<file path="src/rtl/core/zhp_pkg.sv">
// ============================================================================
// zhp_pkg
// Shared types, constants and saturating Q-format helpers for the Zou-He
// pressure boundary block.
// ============================================================================
package zhp_pkg;

    localparam int W = 32;
    localparam int FRAC = 28;

    localparam logic signed [W-1:0] VMAX = {1'b0, {(W-1){1'b1}}};
    localparam logic signed [W-1:0] VMIN = {1'b1, {(W-1){1'b0}}};

    localparam logic [1:0] SIDE_RIGHT  = 2'd0;
    localparam logic [1:0] SIDE_TOP    = 2'd1;
    localparam logic [1:0] SIDE_LEFT   = 2'd2;
    localparam logic [1:0] SIDE_BOTTOM = 2'd3;

    localparam logic [1:0] CORNER_BL = 2'd0;
    localparam logic [1:0] CORNER_BR = 2'd1;
    localparam logic [1:0] CORNER_TL = 2'd2;
    localparam logic [1:0] CORNER_TR = 2'd3;

    localparam logic [1:0] REG_SPEED = 2'd0;
    localparam logic [1:0] REG_BAX   = 2'd1;
    localparam logic [1:0] REG_BDG   = 2'd2;

    typedef logic signed [W-1:0] q_t;

    // populations in order R,E,N,W,S,NE,NW,SW,SE
    typedef struct packed {
        q_t         [8:0] f;
        logic [30:0]      rho;
        logic [1:0]       code;
        logic             corner;
    } node_t;

    function automatic q_t sat(input logic signed [W:0] x);
        if (x > $signed({1'b0, VMAX})) return VMAX;
        if (x < $signed({1'b1, VMIN})) return VMIN;
        return x[W-1:0];
    endfunction

    function automatic q_t sadd(input q_t a, input q_t b);
        return sat({a[W-1], a} + {b[W-1], b});
    endfunction

    function automatic q_t ssub(input q_t a, input q_t b);
        return sat({a[W-1], a} - {b[W-1], b});
    endfunction

    function automatic q_t halve(input q_t x);
        return x >>> 1;
    endfunction

    // rounded (ties away from zero) and saturated product of unsigned b and signed a
    function automatic q_t mulq(input q_t a, input logic [30:0] b);
        logic        neg;
        logic [W-1:0] ua;
        logic [62:0] p;
        logic [62:0] r;
        neg = a[W-1];
        ua  = neg ? (~a + 1'b1) : a;
        p   = ua * b + (63'd1 << (FRAC - 1));
        r   = p >> FRAC;
        if (neg)
        begin
            if (r > 63'h8000_0000) return VMIN;
            return q_t'(~r[W-1:0] + 1'b1);
        end
        if (r > 63'h7fff_ffff) return VMAX;
        return q_t'(r[W-1:0]);
    endfunction

endpackage

</file>
<file path="src/rtl/core/zhp_front.sv">
// ============================================================================
// zhp_front
// Input stage: registers a node, then computes the sums that need no
// multiply (wall-normal moment minus density, tangential half difference,
// corner mirror and the first part of the corner leftover) into a two-entry
// queue.
// ============================================================================
module zhp_front
    import zhp_pkg::*;
(
    input  logic        clk,
    input  logic        rst_n,
    input  logic        in_valid,
    output logic        in_ready,
    input  node_t       in_node,
    output logic        q_valid,
    input  logic        q_ready,
    output node_t       q_node,
    output q_t          q_mom,
    output q_t          q_diff
);

    node_t in_reg;
    logic  in_valid_reg;

    // two-entry queue
    node_t       qn_reg [2];
    q_t          qm_reg [2];
    q_t          qd_reg [2];
    logic        wp_reg;
    logic        rp_reg;
    logic [1:0]  cnt_reg;
    logic        wr_ok;
    logic        wr;
    logic        rd;

    // stage register
    assign in_ready = !in_valid_reg || wr_ok;

    always_ff @(posedge clk or negedge rst_n)
    begin
        if (!rst_n)
            in_valid_reg <= 1'b0;
        else if (in_ready)
            in_valid_reg <= in_valid;
    end

    always_ff @(posedge clk)
    begin
        if (in_ready && in_valid)
            in_reg <= in_node;
    end

    // classification and adds
    node_t c_node;
    q_t    c_mom;
    q_t    c_diff;
    q_t    k;
    q_t    s;
    q_t    sum;
    q_t    rho_q;
    q_t    [8:0] f;

    // corners: c_mom carries rho minus rest, east, north and west; the back
    // end subtracts the rest and places the shares
    always_comb
    begin
        f      = in_reg.f;
        rho_q  = q_t'({1'b0, in_reg.rho});
        c_node = in_reg;
        c_mom  = '0;
        c_diff = '0;
        k = '0; s = '0; sum = '0;
        if (!in_reg.corner)
        begin
            case (in_reg.code)
                SIDE_RIGHT:
                begin
                    k = sadd(sadd(f[1], f[5]), f[8]);
                    s = sadd(sadd(f[0], f[2]), f[4]);
                    sum = sadd(s, sadd(k, k));
                    c_mom = ssub(sum, rho_q);
                    c_diff = halve(ssub(f[4], f[2]));
                end
                SIDE_TOP:
                begin
                    k = sadd(sadd(f[2], f[5]), f[6]);
                    s = sadd(sadd(f[0], f[1]), f[3]);
                    sum = sadd(s, sadd(k, k));
                    c_mom = ssub(sum, rho_q);
                    c_diff = halve(ssub(f[1], f[3]));
                end
                SIDE_LEFT:
                begin
                    k = sadd(sadd(f[3], f[6]), f[7]);
                    s = sadd(sadd(f[0], f[2]), f[4]);
                    sum = sadd(s, sadd(k, k));
                    c_mom = ssub(rho_q, sum);
                    c_diff = halve(ssub(f[4], f[2]));
                end
                default:
                begin
                    k = sadd(sadd(f[4], f[7]), f[8]);
                    s = sadd(sadd(f[0], f[1]), f[3]);
                    sum = sadd(s, sadd(k, k));
                    c_mom = ssub(rho_q, sum);
                    c_diff = halve(ssub(f[3], f[1]));
                end
            endcase
        end
        else
        begin
            case (in_reg.code)
                CORNER_BL:
                begin
                    f[1] = f[3]; f[2] = f[4]; f[5] = f[7];
                end
                CORNER_BR:
                begin
                    f[3] = f[1]; f[2] = f[4]; f[6] = f[8];
                end
                CORNER_TL:
                begin
                    f[1] = f[3]; f[4] = f[2]; f[8] = f[6];
                end
                default:
                begin
                    f[3] = f[1]; f[4] = f[2]; f[7] = f[5];
                end
            endcase
            c_mom = ssub(ssub(ssub(ssub(rho_q, f[0]), f[1]), f[2]), f[3]);
            c_node.f = f;
        end
    end

    assign wr_ok = (cnt_reg != 2'd2);
    assign wr    = in_valid_reg && wr_ok;
    assign rd    = q_valid && q_ready;
    assign q_valid = (cnt_reg != 2'd0);
    assign q_node  = qn_reg[rp_reg];
    assign q_mom   = qm_reg[rp_reg];
    assign q_diff  = qd_reg[rp_reg];

    always_ff @(posedge clk or negedge rst_n)
    begin
        if (!rst_n)
        begin
            wp_reg  <= 1'b0;
            rp_reg  <= 1'b0;
            cnt_reg <= 2'd0;
        end
        else
        begin
            if (wr)
                wp_reg <= ~wp_reg;
            if (rd)
                rp_reg <= ~rp_reg;
            cnt_reg <= cnt_reg + {1'b0, wr} - {1'b0, rd};
        end
    end

    always_ff @(posedge clk)
    begin
        if (wr)
        begin
            qn_reg[wp_reg] <= c_node;
            qm_reg[wp_reg] <= c_mom;
            qd_reg[wp_reg] <= c_diff;
        end
    end

endmodule

</file>
<file path="config.mk">
export PLATFORM = sky130hd
export DESIGN_NAME = zhp_front
export DESIGN_NICKNAME = d
export VERILOG_FILES = /design/src/rtl/core/zhp_pkg.sv /design/src/rtl/core/zhp_front.sv
export SDC_FILE = /design/constraint.sdc
export NUM_CORES = 2
export LEC_CHECK = 0
export BUFFER_PORTS_ARGS = -buffer_cell sky130_fd_sc_hd__buf_2
export CAP_MARGIN = 15
export CORE_ASPECT_RATIO = 0.9
export CORE_MARGIN = 2
export CORE_UTILIZATION = 50
export CTS_BUF_LIST = sky130_fd_sc_hd__clkbuf_2
export DETAILED_ROUTE_END_ITERATION = 6
export PLACE_DENSITY_LB_ADDON = 0.25
export SETUP_SLACK_MARGIN = 0.05
export SLEW_MARGIN = 20
export SYNTH_ARGS = -nofsm -noshare
export SYNTH_HDL_FRONTEND = slang
export SYNTH_SLANG_ARGS = --single-unit
</file>
<file path="constraint.sdc">
create_clock -name clk -period 53 [get_ports clk]
set_clock_uncertainty 0.05 [all_clocks]
set_input_delay 5.3 -clock clk [delete_from_list [all_inputs] [get_ports clk]]
set_output_delay 5.3 -clock clk [all_outputs]
set_load 0.05 [all_outputs]
</file>
==> run metrics <==
outcome=complete, no violations; Hold Path Depth=1; Hold-fix buffers, CTS=0; Overall Global Routing Usage=0.428; Post-synth EDFFs=1092; crit path capture type=flip-flop; post-cts resize count=0; clock latency on the worst-skew pair=1960 ps; Register-to-Register Path Depth=50; Routed Antenna Nets=0; fmax=58.5 MHz; Mean Syn Cell Area=9.93 sq um; # port buffers=713; share of cells above drive strength 1=0.197; number of max-cap violations=0; vias per cell=6.58; Setup CP Type=flip-flop to flip-flop; IO Pins=714; Slew @ Worst Pin=1370 ps; period utilization=0.323; nets=11100; area growth from synthesis to layout=10.5%; register area share after synthesis=0.367; clock sink count=1097; first-pass GRT wire length=553 mm; H-tree levels=5; synthesized area=89700 sq um; max reg flops=644; DR DRC count=0; Crit path largest cell delay=760 ps; Die X=450 microns; synthesized instance count=9028; CTS tree=built; row cnt=147; Final Hold Fails=0; Slew Viols, Final=0; Finish-stage setup viols=0; initial DRC count=11700; Root Driver=clkbuf_2; RD Place Congestion=1.08; postcts setup bufs=0; Core Area=178000 sq um; largest net degree at the start of global routing=137; hpwl dp=332 mm; Main synth FF type=edfxtp_1; vias in the first global route=75300; fraction of registers with async set/reset=0.00456; DR WL/cell=32.7 microns; number of synthesized register bits=1097; unrepaired setup endpoints after global routing=no; yosys warns=0; Slew headroom=0.0876; die span in y=406 microns; die area=183000 sq um; Synth cell types=120; initial antenna violation count=76; grt ovf=0; critical path arrival=18590 ps; WL final=409 mm; CP max-delay cell=xor2_1; Hold Crit Class=flip-flop to flip-flop; clock-pin slew on the worst setup and hold paths=100 ps; Max Buffers Root-to-Sink=4; total number of vias=82400; CP startpoint kind=flip-flop; Net Count, Synth=10200; TritonRoute pass-1 iters=7; Inserted Clock Buffers=295; CP max FO=31; Tmin final=17100 ps; Critical Path RT=54490 ps; Initial Utilization=0.503; Setup Total Neg Slack=0 ps
## cell type report
cell class	instances	area, sq um
Tap cell	2384	2980
Clock inverter	71	522
Multi-Input combinational cell	7244	54200
Fill cell	15900	79200
Sequential cell	1097	32900
Antenna cell	43	108
Timing Repair Buffer	880	4870
Clock buffer	402	2010
Inverter	393	1480
## synthesized netlist by cell type (21+ instances only)
cell,count,share of area
nor2_1,451,0.019
o21a_1,221,0.019
o21ai_1,58,0.0032
maj3_1,85,0.0095
a211oi_1,93,0.0078
mux2_2,514,0.065
mux2i_1,65,0.0073
fa_1,27,0.0060
xnor2_1,454,0.044
a21boi_0,115,0.0096
o31ai_1,68,0.0057
o31a_1,23,0.0022
o21ai_0,657,0.037
a31oi_1,64,0.0045
nor2b_1,101,0.0070
or2_2,36,0.0025
nor4b_1,25,0.0024
edfxtp_1,1092,0.37
nor4_1,21,0.0015
o211ai_1,58,0.0049
a21o_1,441,0.037
xor2_1,267,0.026
nand4_1,69,0.0048
nand2_1,500,0.021
and2_1,37,0.0026
ha_1,861,0.12
buf_1,25,0.0010
inv_1,391,0.016
a211o_1,28,0.0027
clkbuf_1,194,0.0081
buf_2,57,0.0032
o22ai_1,21,0.0015
o21bai_1,95,0.0080
a31o_2,21,0.0021
and3_1,73,0.0051
a21oi_1,969,0.054
nand2b_1,96,0.0067
or3_1,38,0.0027
nor3_1,121,0.0068
nand3_1,139,0.0078
## layout by cell type (no fill, tap or decap), drive strengths merged, types with 70 or more instances in the layout
master | synthesis | layout
a21oi | 987 | 987
ha | 861 | 861
nand2 | 502 | 502
nand4 | 70 | 70
a21o | 441 | 441
o21ai | 720 | 720
o21a | 221 | 221
xnor2 | 457 | 457
nor2b | 101 | 101
a211oi | 96 | 96
nand3 | 139 | 139
and3 | 74 | 74
a21boi | 118 | 118
o21bai | 95 | 95
xor2 | 268 | 268
clkbuf | 196 | 402
maj3 | 85 | 85
inv | 392 | 398
nand2b | 96 | 96
nor2 | 454 | 454
edfxtp | 1092 | 1092
nor3 | 122 | 122
buf | 98 | 880
mux2 | 514 | 514
## logic make-up (layout without fill, tap and decap cells)
logic type,count (synthesis),after routing,synth area share
fa+ha+maj,973,973,0.136
flops,1097,1097,0.367
buf+inv,687,1746,0.0303
mux,579,579,0.0718
xor+xnor,725,725,0.0713
compound gates,3188,3188,0.227
other cells,0,43,0
simple gates,1779,1779,0.0966
## metrics by stage
step                       util  worst slack [ps]  cell area, sq um  instances  hold slack, ps
after floorplan               -             35300             89700       9028             393
after global placement    0.541             36090             96300      12000             460
after detailed placement  0.541             36330             96400      12000             476
after CTS                 0.555             36180             98900      12500             487
after global routing      0.555             35100             99000      12500             490
final                     0.556             35900             99100      12500             494
## path summary, 6_finish.rpt
path | from | to | slack (ps)
worst max-delay path | in_reg[166] | qm_reg[1][26] | 35900
worst min register to register | cnt_reg[1] | cnt_reg[1] | 490
worst min-delay path | cnt_reg[1] | cnt_reg[1] | 490
max in group asynchronous | rst_n | rp_reg | 49550
min in group asynchronous | rst_n | in_valid_reg | 3200
worst max register to register | in_reg[166] | qm_reg[1][26] | 35900
## metal layers
metal | GRT usage | share of wire | vias up
met5 | 0 | 0.00041 | -
met4 | 0.264 | 0.069 | 22
met3 | 0.126 | 0.13 | 996
met2 | 0.615 | 0.42 | 5294
met1 | 0.564 | 0.39 | 40000
li1 | - | - | 36100
## worst max-delay path: cells and delay by family, from the launching register on
family                   cells  cell delay (ps)
XOR/XNOR                     2              920
adder cells (fa/ha/maj)      5             1810
AND/OR/NAND/NOR              9             2710
buffers and inverters        2              600
flip-flops                   1              690
AO/OA/AOI/OAI               32             9830
Power is left out: the tool's default activity adds up to more than one toggle a clock period on the data nets, which glitch-free logic cannot reach.
